===== src/hw/rtl/flr_pkg.sv =====
`timescale 1ns / 1ps

package flr_pkg;

  // Input item kinds
  typedef enum logic [2:0] {
    KIND_BYTE     = 3'd0,
    KIND_TICK     = 3'd1,
    KIND_OPEN     = 3'd2,
    KIND_VERIFIED = 3'd3,
    KIND_CLOSE    = 3'd4
  } kind_e;

  // Result events
  typedef enum logic [2:0] {
    EV_HEADER    = 3'd0,
    EV_BODY      = 3'd1,
    EV_HEARTBEAT = 3'd2,
    EV_CLOSED    = 3'd3,
    EV_REMOVE    = 3'd4
  } event_e;

  typedef enum logic [1:0] {
    WHY_REQUESTED  = 2'd0,
    WHY_OVERSIZE   = 2'd1,
    WHY_VERIFY_TO  = 2'd2,
    WHY_HB_TO      = 2'd3
  } reason_e;

  typedef enum logic [1:0] {
    CFG_MAX_BODY   = 2'd0,
    CFG_CHECK_BODY = 2'd1,
    CFG_VERIFY_TO  = 2'd2,
    CFG_HB_TO      = 2'd3
  } cfg_idx_e;

  localparam int unsigned HDR_LEN    = 10;
  localparam int unsigned HB_PERIOD  = 10;
  localparam int unsigned LINGER_MAX = 10;

  typedef struct packed {
    logic [2:0]  kind;
    logic [7:0]  data_byte;
    logic [31:0] time_sec;
    logic        passive_link;
    logic [7:0]  close_wait;
  } item_t;

  typedef struct packed {
    logic [15:0] max_body_len;
    logic        check_body_size;
    logic [31:0] verify_limit;
    logic [31:0] hb_limit;
  } cfg_t;

  typedef struct packed {
    logic [2:0]  event_res;
    logic [15:0] pkt_size;
    logic [31:0] pkt_id;
    logic [31:0] pkt_seq;
    logic [7:0]  body_byte;
    logic        last;
    logic [1:0]  close_reason;
  } res_t;

endpackage


===== src/hw/rtl/flr_engine.sv =====
`timescale 1ns / 1ps

module flr_engine (
  input  logic           clk_i,
  input  logic           rst_ni,
  input  logic           step_i,
  input  flr_pkg::item_t item_i,
  input  flr_pkg::cfg_t  cfg_i,
  output logic           res_valid_o,
  output flr_pkg::res_t  res_o
);

  typedef enum logic [1:0] {
    LINK_CLOSED = 2'd0,
    LINK_VERIFY = 2'd1,
    LINK_NORMAL = 2'd2
  } link_e;

  link_e       status_q, status_d;
  logic        removed_q, removed_d;
  logic        passive_q, passive_d;
  logic [31:0] tick_q, tick_d;
  logic [3:0]  phase_q, phase_d;   // tick_q mod HB_PERIOD
  logic [3:0]  linger_q, linger_d;
  logic [31:0] open_time_q, open_time_d;
  logic [79:0] hdr_q, hdr_d;
  logic [15:0] byte_cnt_q, byte_cnt_d;
  logic        in_body_q, in_body_d;

  always_comb begin
    logic [79:0] hdr_new;
    logic [15:0] h_size;
    logic [31:0] h_id;
    logic [31:0] h_seq;
    logic [16:0] cnt_inc;
    logic [31:0] tick_inc;
    logic [3:0]  phase_inc;
    logic [31:0] deadline;
    logic        hb_done;
    logic        close_req;
    logic [7:0]  close_wait;
    logic [1:0]  close_why;

    status_d    = status_q;
    removed_d   = removed_q;
    passive_d   = passive_q;
    tick_d      = tick_q;
    phase_d     = phase_q;
    linger_d    = linger_q;
    open_time_d = open_time_q;
    hdr_d       = hdr_q;
    byte_cnt_d  = byte_cnt_q;
    in_body_d   = in_body_q;
    res_valid_o = 1'b0;
    res_o       = '0;
    hb_done     = 1'b0;
    close_req   = 1'b0;
    close_wait  = '0;
    close_why   = flr_pkg::WHY_REQUESTED;

    hdr_new  = {hdr_q[71:0], item_i.data_byte};
    h_size   = in_body_q ? hdr_q[79:64] : hdr_new[79:64];
    h_id     = in_body_q ? hdr_q[63:32] : hdr_new[63:32];
    h_seq    = in_body_q ? hdr_q[31:0]  : hdr_new[31:0];
    cnt_inc  = {1'b0, byte_cnt_q} + 17'd1;
    tick_inc = tick_q + 32'd1;
    deadline = open_time_q + cfg_i.verify_limit;
    if (tick_q == '1) begin
      phase_inc = '0;
    end else if (phase_q == 4'(flr_pkg::HB_PERIOD - 1)) begin
      phase_inc = '0;
    end else begin
      phase_inc = phase_q + 4'd1;
    end

    if (step_i) begin
      case (item_i.kind)
        flr_pkg::KIND_BYTE: begin
          if (status_q != LINK_CLOSED) begin
            if (!in_body_q) begin
              hdr_d = hdr_new;
              if (byte_cnt_q == 16'(flr_pkg::HDR_LEN - 1)) begin
                byte_cnt_d = '0;
                if (cfg_i.check_body_size && (h_size > cfg_i.max_body_len)) begin
                  close_req = 1'b1;
                  close_why = flr_pkg::WHY_OVERSIZE;
                end else if (h_size == '0) begin
                  if (h_id == '0) begin
                    hb_done = 1'b1;
                  end else begin
                    res_valid_o        = 1'b1;
                    res_o.event_res    = flr_pkg::EV_HEADER;
                    res_o.pkt_id       = h_id;
                    res_o.pkt_seq      = h_seq;
                    res_o.last         = 1'b1;
                  end
                end else begin
                  in_body_d = 1'b1;
                  if (h_id != '0) begin
                    res_valid_o        = 1'b1;
                    res_o.event_res    = flr_pkg::EV_HEADER;
                    res_o.pkt_size     = h_size;
                    res_o.pkt_id       = h_id;
                    res_o.pkt_seq      = h_seq;
                  end
                end
              end else begin
                byte_cnt_d = cnt_inc[15:0];
              end
            end else begin
              if (cnt_inc >= {1'b0, h_size}) begin
                in_body_d  = 1'b0;
                byte_cnt_d = '0;
                if (h_id == '0) begin
                  hb_done = 1'b1;
                end else begin
                  res_valid_o     = 1'b1;
                  res_o.event_res = flr_pkg::EV_BODY;
                  res_o.pkt_size  = h_size;
                  res_o.pkt_id    = h_id;
                  res_o.pkt_seq   = h_seq;
                  res_o.body_byte = item_i.data_byte;
                  res_o.last      = 1'b1;
                end
              end else begin
                byte_cnt_d = cnt_inc[15:0];
                if (h_id != '0) begin
                  res_valid_o     = 1'b1;
                  res_o.event_res = flr_pkg::EV_BODY;
                  res_o.pkt_size  = h_size;
                  res_o.pkt_id    = h_id;
                  res_o.pkt_seq   = h_seq;
                  res_o.body_byte = item_i.data_byte;
                end
              end
            end
          end
        end
        flr_pkg::KIND_TICK: begin
          tick_d  = tick_inc;
          phase_d = phase_inc;
          if (status_q == LINK_CLOSED) begin
            if (!removed_q && (tick_inc > {28'd0, linger_q})) begin
              removed_d       = 1'b1;
              res_valid_o     = 1'b1;
              res_o.event_res = flr_pkg::EV_REMOVE;
            end
          end else if ((status_q == LINK_VERIFY) && (item_i.time_sec > deadline)) begin
            close_req = 1'b1;
            close_why = flr_pkg::WHY_VERIFY_TO;
          end else if (tick_inc > cfg_i.hb_limit) begin
            close_req = 1'b1;
            close_why = flr_pkg::WHY_HB_TO;
          end else if (passive_q && (phase_inc == '0)) begin
            res_valid_o     = 1'b1;
            res_o.event_res = flr_pkg::EV_HEARTBEAT;
            res_o.last      = 1'b1;
          end
        end
        flr_pkg::KIND_OPEN: begin
          if (status_q == LINK_CLOSED) begin
            open_time_d = item_i.time_sec;
            tick_d      = '0;
            phase_d     = '0;
            linger_d    = '0;
            passive_d   = item_i.passive_link;
            byte_cnt_d  = '0;
            in_body_d   = 1'b0;
            removed_d   = 1'b0;
            status_d    = LINK_VERIFY;
          end
        end
        flr_pkg::KIND_VERIFIED: begin
          if (status_q == LINK_VERIFY) begin
            status_d = LINK_NORMAL;
          end
        end
        flr_pkg::KIND_CLOSE: begin
          close_req  = 1'b1;
          close_wait = item_i.close_wait;
          close_why  = flr_pkg::WHY_REQUESTED;
        end
        default: begin
        end
      endcase
    end

    // completed heartbeat frame: restart liveness, echo on active links
    if (hb_done) begin
      tick_d  = '0;
      phase_d = '0;
      if (!passive_q) begin
        res_valid_o     = 1'b1;
        res_o.event_res = flr_pkg::EV_HEARTBEAT;
        res_o.pkt_size  = h_size;
        res_o.pkt_seq   = h_seq;
        res_o.last      = 1'b1;
      end
    end

    if (close_req && (status_q != LINK_CLOSED)) begin
      status_d = LINK_CLOSED;
      tick_d   = '0;
      phase_d  = '0;
      linger_d = (close_wait > 8'(flr_pkg::LINGER_MAX)) ? 4'(flr_pkg::LINGER_MAX)
                                                         : close_wait[3:0];
      res_valid_o        = 1'b1;
      res_o.event_res    = flr_pkg::EV_CLOSED;
      res_o.close_reason = close_why;
    end
  end

  always_ff @(posedge clk_i or negedge rst_ni) begin
    if (!rst_ni) begin
      status_q    <= LINK_CLOSED;
      removed_q   <= 1'b1;
      passive_q   <= 1'b0;
      tick_q      <= '0;
      phase_q     <= '0;
      linger_q    <= '0;
      open_time_q <= '0;
      byte_cnt_q  <= '0;
      in_body_q   <= 1'b0;
    end else begin
      status_q    <= status_d;
      removed_q   <= removed_d;
      passive_q   <= passive_d;
      tick_q      <= tick_d;
      phase_q     <= phase_d;
      linger_q    <= linger_d;
      open_time_q <= open_time_d;
      byte_cnt_q  <= byte_cnt_d;
      in_body_q   <= in_body_d;
    end
  end

  always_ff @(posedge clk_i) begin
    hdr_q <= hdr_d;
  end

endmodule


===== src/hw/rtl/framed_link_receiver_with_liveness.sv =====
`timescale 1ns / 1ps

// Receiver for one framed link with liveness tracking. Each input item (link
// byte, one-second tick, open, verified, close) is captured in an input
// register, processed by combinational logic and its result, if any, lands in
// an output register. One item is taken per clock; a result is registered in
// the output register as its item leaves the input register, and transfers
// when out_stall_i is low. Throughput drops below one per clock only while the
// output register is held by out_stall_i. Ten header bytes build a big-endian
// header (size, id, sequence); id 0 frames are heartbeats and are consumed.
// Configuration is written through cfg_we_i / cfg_index_i / cfg_data_i; the
// user must write it only while no item is in flight (not enforced here).
module framed_link_receiver_with_liveness (
  input  logic        clk_i,
  input  logic        rst_ni,
  // configuration
  input  logic        cfg_we_i,
  input  logic [1:0]  cfg_index_i,
  input  logic [31:0] cfg_data_i,
  // input items
  input  logic        in_valid_i,
  output logic        in_stall_o,
  input  logic [2:0]  kind_i,
  input  logic [7:0]  data_byte_i,
  input  logic [31:0] time_sec_i,
  input  logic        passive_link_i,
  input  logic [7:0]  close_wait_i,
  // results
  output logic        out_valid_o,
  input  logic        out_stall_i,
  output logic [2:0]  event_res_o,
  output logic [15:0] pkt_size_o,
  output logic [31:0] pkt_id_o,
  output logic [31:0] pkt_seq_o,
  output logic [7:0]  body_byte_o,
  output logic        last_o,
  output logic [1:0]  close_reason_o
);

  flr_pkg::cfg_t  cfg_q;
  flr_pkg::item_t item_q;
  logic           in_vld_q;
  logic           out_vld_q;
  flr_pkg::res_t  res_q;
  flr_pkg::res_t  res;
  logic           res_valid;
  logic           out_free;
  logic           step;
  logic           in_xfer;

  assign out_free   = !out_vld_q || !out_stall_i;
  assign step       = in_vld_q && out_free;
  assign in_stall_o = in_vld_q && !step;
  assign in_xfer    = in_valid_i && !in_stall_o;

  always_ff @(posedge clk_i or negedge rst_ni) begin
    if (!rst_ni) begin
      cfg_q.max_body_len    <= 16'd8192;
      cfg_q.check_body_size <= 1'b1;
      cfg_q.verify_limit    <= 32'd30;
      cfg_q.hb_limit        <= 32'd60;
    end else if (cfg_we_i) begin
      case (cfg_index_i)
        flr_pkg::CFG_MAX_BODY:   cfg_q.max_body_len    <= cfg_data_i[15:0];
        flr_pkg::CFG_CHECK_BODY: cfg_q.check_body_size <= cfg_data_i[0];
        flr_pkg::CFG_VERIFY_TO:  cfg_q.verify_limit    <= cfg_data_i;
        flr_pkg::CFG_HB_TO:      cfg_q.hb_limit        <= cfg_data_i;
        default: begin
        end
      endcase
    end
  end

  always_ff @(posedge clk_i or negedge rst_ni) begin
    if (!rst_ni) begin
      in_vld_q  <= 1'b0;
      out_vld_q <= 1'b0;
    end else begin
      if (in_xfer) begin
        in_vld_q <= 1'b1;
      end else if (step) begin
        in_vld_q <= 1'b0;
      end
      if (out_free) begin
        out_vld_q <= step && res_valid;
      end
    end
  end

  always_ff @(posedge clk_i) begin
    if (in_xfer) begin
      item_q.kind         <= kind_i;
      item_q.data_byte    <= data_byte_i;
      item_q.time_sec     <= time_sec_i;
      item_q.passive_link <= passive_link_i;
      item_q.close_wait   <= close_wait_i;
    end
    if (step && res_valid) begin
      res_q <= res;
    end
  end

  flr_engine u_engine (
    .clk_i       (clk_i),
    .rst_ni      (rst_ni),
    .step_i      (step),
    .item_i      (item_q),
    .cfg_i       (cfg_q),
    .res_valid_o (res_valid),
    .res_o       (res)
  );

  assign out_valid_o    = out_vld_q;
  assign event_res_o    = res_q.event_res;
  assign pkt_size_o     = res_q.pkt_size;
  assign pkt_id_o       = res_q.pkt_id;
  assign pkt_seq_o      = res_q.pkt_seq;
  assign body_byte_o    = res_q.body_byte;
  assign last_o         = res_q.last;
  assign close_reason_o = res_q.close_reason;

`ifndef SYNTHESIS
  // zero-length frame header always closes the frame
  a_empty_hdr_last: assert property (@(posedge clk_i) disable iff (!rst_ni)
    (out_valid_o && event_res_o == flr_pkg::EV_HEADER && pkt_size_o == 16'd0) |-> last_o)
    else $error("zero-length header without last");

  a_hb_fields: assert property (@(posedge clk_i) disable iff (!rst_ni)
    (out_valid_o && event_res_o == flr_pkg::EV_HEARTBEAT) |-> (last_o && pkt_id_o == 32'd0))
    else $error("heartbeat result with bad fields");

  a_remove_clean: assert property (@(posedge clk_i) disable iff (!rst_ni)
    (out_valid_o && event_res_o == flr_pkg::EV_REMOVE) |->
      (close_reason_o == flr_pkg::WHY_REQUESTED && pkt_size_o == 16'd0 && !last_o))
    else $error("remove result carries frame data");

  // a stalled input item must not be lost while the result side is busy
  a_in_hold: assert property (@(posedge clk_i) disable iff (!rst_ni)
    (in_vld_q && !step) |=> in_vld_q)
    else $error("pending input item dropped");
`endif

endmodule

===== config.mk =====
export PLATFORM = sky130hd
export DESIGN_NAME = framed_link_receiver_with_liveness
export DESIGN_NICKNAME = d
export VERILOG_FILES = /design/src/hw/rtl/flr_pkg.sv /design/src/hw/rtl/flr_engine.sv /design/src/hw/rtl/framed_link_receiver_with_liveness.sv
export SDC_FILE = /design/constraint.sdc
export NUM_CORES = 1
export LEC_CHECK = 0
export BUFFER_PORTS_ARGS = -buffer_cell sky130_fd_sc_hd__buf_4
export CAP_MARGIN = 30
export CORE_ASPECT_RATIO = 0.6
export CORE_MARGIN = 5
export CORE_UTILIZATION = 45
export CTS_CLUSTER_SIZE = 40
export DETAILED_ROUTE_END_ITERATION = 10
export SKIP_CTS_REPAIR_TIMING = 1
export SLEW_MARGIN = 20
export SYNTH_ARGS = -nofsm -noshare
export SYNTH_HDL_FRONTEND = slang
export SYNTH_HIERARCHICAL = 1
export SYNTH_SLANG_ARGS = --single-unit

===== constraint.sdc =====
create_clock -name clk_i -period 26.6 [get_ports clk_i]
set_input_delay 2.66 -clock clk_i [delete_from_list [all_inputs] [get_ports clk_i]]
set_output_delay 2.66 -clock clk_i [all_outputs]
set_load 0.01 [all_outputs]

Yosys cells after proc, flatten, opt, wreduce, memory -nomap -nowiden:

Cells that the tools add are included.

* magnitude comparators: 6
* $mul: 0
* div/mod/pow operators: 0
* shift operators: 0
* muxes and demuxes: 126
* reductions and logical operators: 46
* bitwise gates (word level): 1
* add/subtract/negate cells: 4
* equal/unequal tests: 18

Operators with widths (number)
* two-way mux 92 bit: 6
* two-way mux 32 bit: 8
* two-way mux 83 bit: 3
* two-way mux 64 bit: 2
* two-way mux 16 bit: 7
* two-way mux 91 bit: 1
* two-way mux 90 bit: 1
* two-way mux 89 bit: 1
* two-way mux 88 bit: 1
* two-way mux 80 bit: 1
* > comparator 32 bit: 2
* one-hot mux 32 bit (2 select lines): 1
* two-way mux 1 bit: 54
* two-way mux 4 bit: 10
* two-way mux 19 bit: 2
* adder 32 x 1 -> 32 bit (second input constant): 1
* adder 32 bit: 1
* equality test 32 bit (second input constant): 1
* > comparator 32 x 4 -> 1 bit: 1
* zero test 32 bit: 1
* one-hot mux 16 bit (2 select lines): 1
* nonzero test 32 bit: 1
* two-way mux 2 bit: 12
* two-way mux 8 bit: 3
* other kinds (36): 79

* word-level logic and storage cells: 229
* bits of input ports: 91
* register bits: 402
* output and inout bits: 96
* RAM bits: 0
* memories: 0
* latch bits: 0
* memory bits (read-only): 0

Longest topological paths before layout:

* depth after elaboration: 15
* mapped depth: 25
* gate-level depth less buffers: 24

Hierarchy:

Netlist, hierarchy kept.

Modules (own cells, without submodules)
* flr_engine: area each 13212.7 µm², instances 1, cells each 1432, seq. area each 4730.8 µm²
* framed_link_receiver_with_liveness: area each 7505.9 µm², instances 1, cells each 330, seq. area each 6473.7 µm²

Worst setup path before layout:

Ideal clock, no wire load.

* path kind: register to register
* start: reg cfg_q[34] in the netlist's numbering
* end: reg res_q, in the netlist body_byte_o[0], enable pin
* data required time: 26022 ps
* buffers on the path: 1
* path slack: 17033 ps
* stages on the path, launching flop included: 23
* arrival time: 8989 ps
* cells stage by stage: dfstp_2 > ha_1 > nor2b_1 > o31a_1 > o31ai_1 > nand4bb_1 > nand4_1 > nand2_1 > o41a_1 > a311o_1 > xnor2_1 > ha_1 > nand4_1 > nand3b_1 > o221ai_1 > nor4_1 > nor4_1 > o2111ai_1 > and2_1 > clkbuf_1 > nand4bb_1 > nand2_1 > a21oi_1

* longest elaborated chain between the ends: 11
* elaborated cells between the ends (all ways): 16

Ends and longest elaborated chain
* start, declared: line framed_link_receiver_with_liveness.sv:40 `flr_pkg::cfg_t cfg_q;`
* adder 32 bit (*): line flr_engine.sv:67 `deadline = open_time_q + cfg_i.verify_limit;`
* > comparator 32 bit (*): line flr_engine.sv:148 `end else if ((status_q == LINK_VERIFY) && (item_i.time_sec > deadline)) begin`
* logical AND 1 bit (*): line flr_engine.sv:148
* two-way mux 1 bit: line flr_engine.sv:148
* two-way mux 1 bit: line flr_engine.sv:142 `if (status_q == LINK_CLOSED) begin`
* one-hot mux 1 bit (2 select lines): line flr_engine.sv:77 `case (item_i.kind)`
* two-way mux 1 bit: line flr_engine.sv:76 `if (step_i) begin`
* two-way mux 1 bit: line flr_engine.sv:192 `if (!passive_q) begin`
* two-way mux 1 bit: line flr_engine.sv:189 `if (hb_done) begin`
* two-way mux 1 bit (*): line flr_engine.sv:201 `if (close_req && (status_q != LINK_CLOSED)) begin`
* net res_valid: line framed_link_receiver_with_liveness.sv:46 `logic res_valid;`
* logical AND 1 bit (*): line framed_link_receiver_with_liveness.sv:98 `if (step && res_valid) begin`
* end signal, assigned: line framed_link_receiver_with_liveness.sv:99 `res_q <= res;`
* end, declared: line framed_link_receiver_with_liveness.sv:44 `flr_pkg::res_t res_q;`

The timed path passes the listed nets; every way through them passes the cells marked *.
A chain may end at the register's enable or synchronous reset.

Worst setup path in the final report:

* start: reg cfg_q[34] in the netlist's numbering
* end: reg res_q, in the netlist pkt_seq_o[21], enable pin

The elaborated chain is that of the path after synthesis.

==> results.toml <==
[setup_path]
arrival_ns = 7.31
crit_path_start = "cfg_q[34]"
cp.required_ns = 26.79
cp_cell_sequence = "ha_1 -> nor2b_1 -> o31a_1 -> o31ai_1 -> nand4bb_1 -> nand4_1 -> a31oi_1 -> o21ai_0 -> or4b_1 -> o311a_1 -> ha_1 -> and3_1 -> a221oi_1 -> o221ai_1 -> nor4_1 -> nor4_1 -> buf_4 -> nor4_1 -> o21bai_1 -> nand4bb_1 -> nand2_1 -> a21oi_4 -> buf_4 -> buf_4"
crit_path_start_kind = "flop"
crit_path_end_kind = "flop"
cp_slowest_stage_delay_ns = 0.61
crit_fanout = 54
path_class = "reg -> reg"
cpMaxStageDelayCell = "buf_4"
r2r-start = "cfg_q[34]"

[global_route]
antenna_found_initial = 5
grtUsageTotal = 0.214
grt_pass1_vias = 14200
grt_max_degree = 77
overflow = 0
grt_pass1_wl_mm = 85.1

[pwr]
seq_power_share = 0.402
power_density_mw_per_mm2 = 84.3
switching_share = 0.335
leakagePower_nw = 10.2
power.share.clock = 0.275
combPwrFrac = 0.323
internal_power_w = 0.00136
vdd_drop_max_uv = 58.7
p_sw_w = 0.000684

[logic_synthesis]
netlist_instances = 1762
synth_warnings = 6
synth.largest_area_cell = "edfxtp_1"
avgSynthCellArea_um2 = 11.8
ys_ff_latch = 402
synth_area_leaders = "edfxtp_1 (33%), dfrtp_1 (20%), ha_1 (8.2%), mux2_2 (6.1%), mux2i_1 (4.1%)"
synth_area_mm2 = 0.0207
ys_seq_area_frac = 0.541
ys.flop_type = "edfxtp_1"
synth_top_area_share = 0.328
syn_nets = 1990
ys_types = 84
synth_edf_count = 226
async_flop_share = 0.438

[run_status]
outcome = "finished, final reports clean"

[sta]
finalSetupTns_ns = 0
slew_violations = 0
finalCritPeriodShare = 0.268
max_freq_ghz = 0.140
max_slew_margin = 0.412
finalHoldViolations = 0
worstMarginPinSlew_ns = 0.882
setup_viol = 0
rsz0062_at_grt = "no"
fin_crit_ns = 7.12
skew_ns = 0.0161

[placement]
gp_congestion = 0.929
place_hpwl_mm = 40.6
port_buffers = 186

[min_path]
min_path_type = "reg -> reg"
min_from = "u_engine/hdr_q[0]"

[finish]
antennaDiodeCount = 0
n_fill_cell = 3991
finalNetCount = 2184
layout-area-overhead-vs-synth_pct = 16.8
final_util = 0.535
drive_gt1_frac = 0.212
final_common_cell = "edfxtp_1"
final_cell_mix = "edfxtp_1 (226), buf_4 (203), dfrtp_1 (164), nor2_1 (149), ha_1 (136)"

[floorplanning]
core_area_mm2 = 0.0452
dieArea_mm2 = 0.0506
io_pins = 187
die_y_um = 176
die_x_um = 287
row_count = 60
initial_core_util = 0.458

[clocking]
htree_levels = 2
clk_pin_slew_worst_paths_ns = 0.06
clk_path_buf_depth = 3
clockRootBuffer = "clkbuf_16"
clock_latency_ns = 0.55
cts_made_buffers = 40
clkSinkCount = 402
cts_tree = "built"

[job]
drv_cap = 0

[routing]
routedWlPerCell_um = 21.0
drc = 0
vias = 14500
drt_pass1_iterations = 5
vias_per_cell = 5.56
drtIter0Drc = 1278
postRouteAntennaNets = 0
totalWireLength_mm = 54.8
==> path summary, 6_finish.rpt <==
check	slack [ns]	endpoint	cells after the start
hold reg to reg	0.47	u_engine/hdr_q[8]	0
setup reg to reg	19.48	pkt_seq_o[21]	24
hold / removal	0.47	u_engine/hdr_q[8]	0
min in group asynchronous	2.05	cfg_q[53]	1
setup / recovery	19.48	pkt_seq_o[21]	24
max in group asynchronous	22.91	u_engine/removed_q	5
==> sequential cells by signal (all words and copies together), names as in the netlist, 8 cells and up <==
name	count
cfg_q	81
u_engine/hdr_q	80
item_q	52
pkt_id_o	32
pkt_seq_o	32
u_engine/open_time_q	32
u_engine/tick_q	32
pkt_size_o	16
u_engine/byte_cnt_q	16
body_byte_o	8
==> power groups by stage <==
stage	combinational, W	sequential (W)	clock (W)
after floorplan	0.000484	0.000804	0
after global placement	0.000629	0.000826	0
after detailed placement	0.000645	0.000830	0
after CTS	0.000652	0.000818	0.000578
after global routing	0.000740	0.000830	0.000606
final	0.000659	0.000819	0.000562
==> synthesized netlist by cell type, drive strengths merged, types with 11 or more instances <==
cell type,count
and3,17
xor2,21
buf,19
dfrtp,165
inv,131
nor2,151
nand4,30
nand2,94
nand3,62
mux2,113
clkbuf,37
nor4,24
ha,136
nor3,35
o21ai,56
xnor2,47
mux2i,84
a21oi,59
o21a,12
a21o,40
nand2b,25
nor2b,12
dfstp,11
edfxtp,226
and2,14
==> cell type report <==
cell class | count | area, um^2 | share of cell area
Clock inverter | 22 | 193 | 0.00796
Tap cell | 620 | 776 | 0.0321
Inverter | 131 | 492 | 0.0203
Clock buffer | 52 | 1090 | 0.0449
Sequential cell | 402 | 11200 | 0.463
Multi-Input combinational cell | 1173 | 8820 | 0.364
Timing Repair Buffer | 208 | 1620 | 0.0671
==> metal layers <==
metal / vias up / track usage / part of all wire
met4: 6 / 0.0396 / 0.017
li1: 6834 / - / -
met5: - / 0 / 0.00073
met3: 67 / 0.0532 / 0.068
met2: 388 / 0.301 / 0.41
met1: 7214 / 0.338 / 0.51
==> through the flow <==
stage          total power [W]  cell area (um^2)  setup WS [ns]  hold WS (ns)  std cells
3_5_place_dp           0.00147             22800          19.56         0.461       2530
4_1_cts                0.00205             24100          19.52         0.476       2604
6_report               0.00204             24200          19.48         0.475       2608
3_3_place_gp           0.00145             22800          19.72         0.453       2530
5_1_grt                0.00218             24200          18.94         0.491       2608
2_1_floorplan          0.00129             20700          17.03         0.441       1762
==> worst max-delay path, delay by kind of cell (launching register included) <==
family | cells | cell delay (ns)
simple gates | 10 | 2.31
flops | 1 | 0.53
fa+ha+maj | 2 | 0.55
compound gates | 9 | 1.91
buf+inv | 3 | 1.36
==> cell families (layout without fill, tap and decap cells) <==
logic type | after synthesis | in the layout | share of synthesized area
fa+ha+maj | 137 | 137 | 0.0831
flops | 402 | 402 | 0.541
simple gates | 514 | 514 | 0.128
mux | 197 | 197 | 0.102
compound gates | 257 | 257 | 0.0820
xor+xnor | 68 | 68 | 0.0291
buf+inv | 187 | 413 | 0.0352
Power figures use the tool's default switching activity.
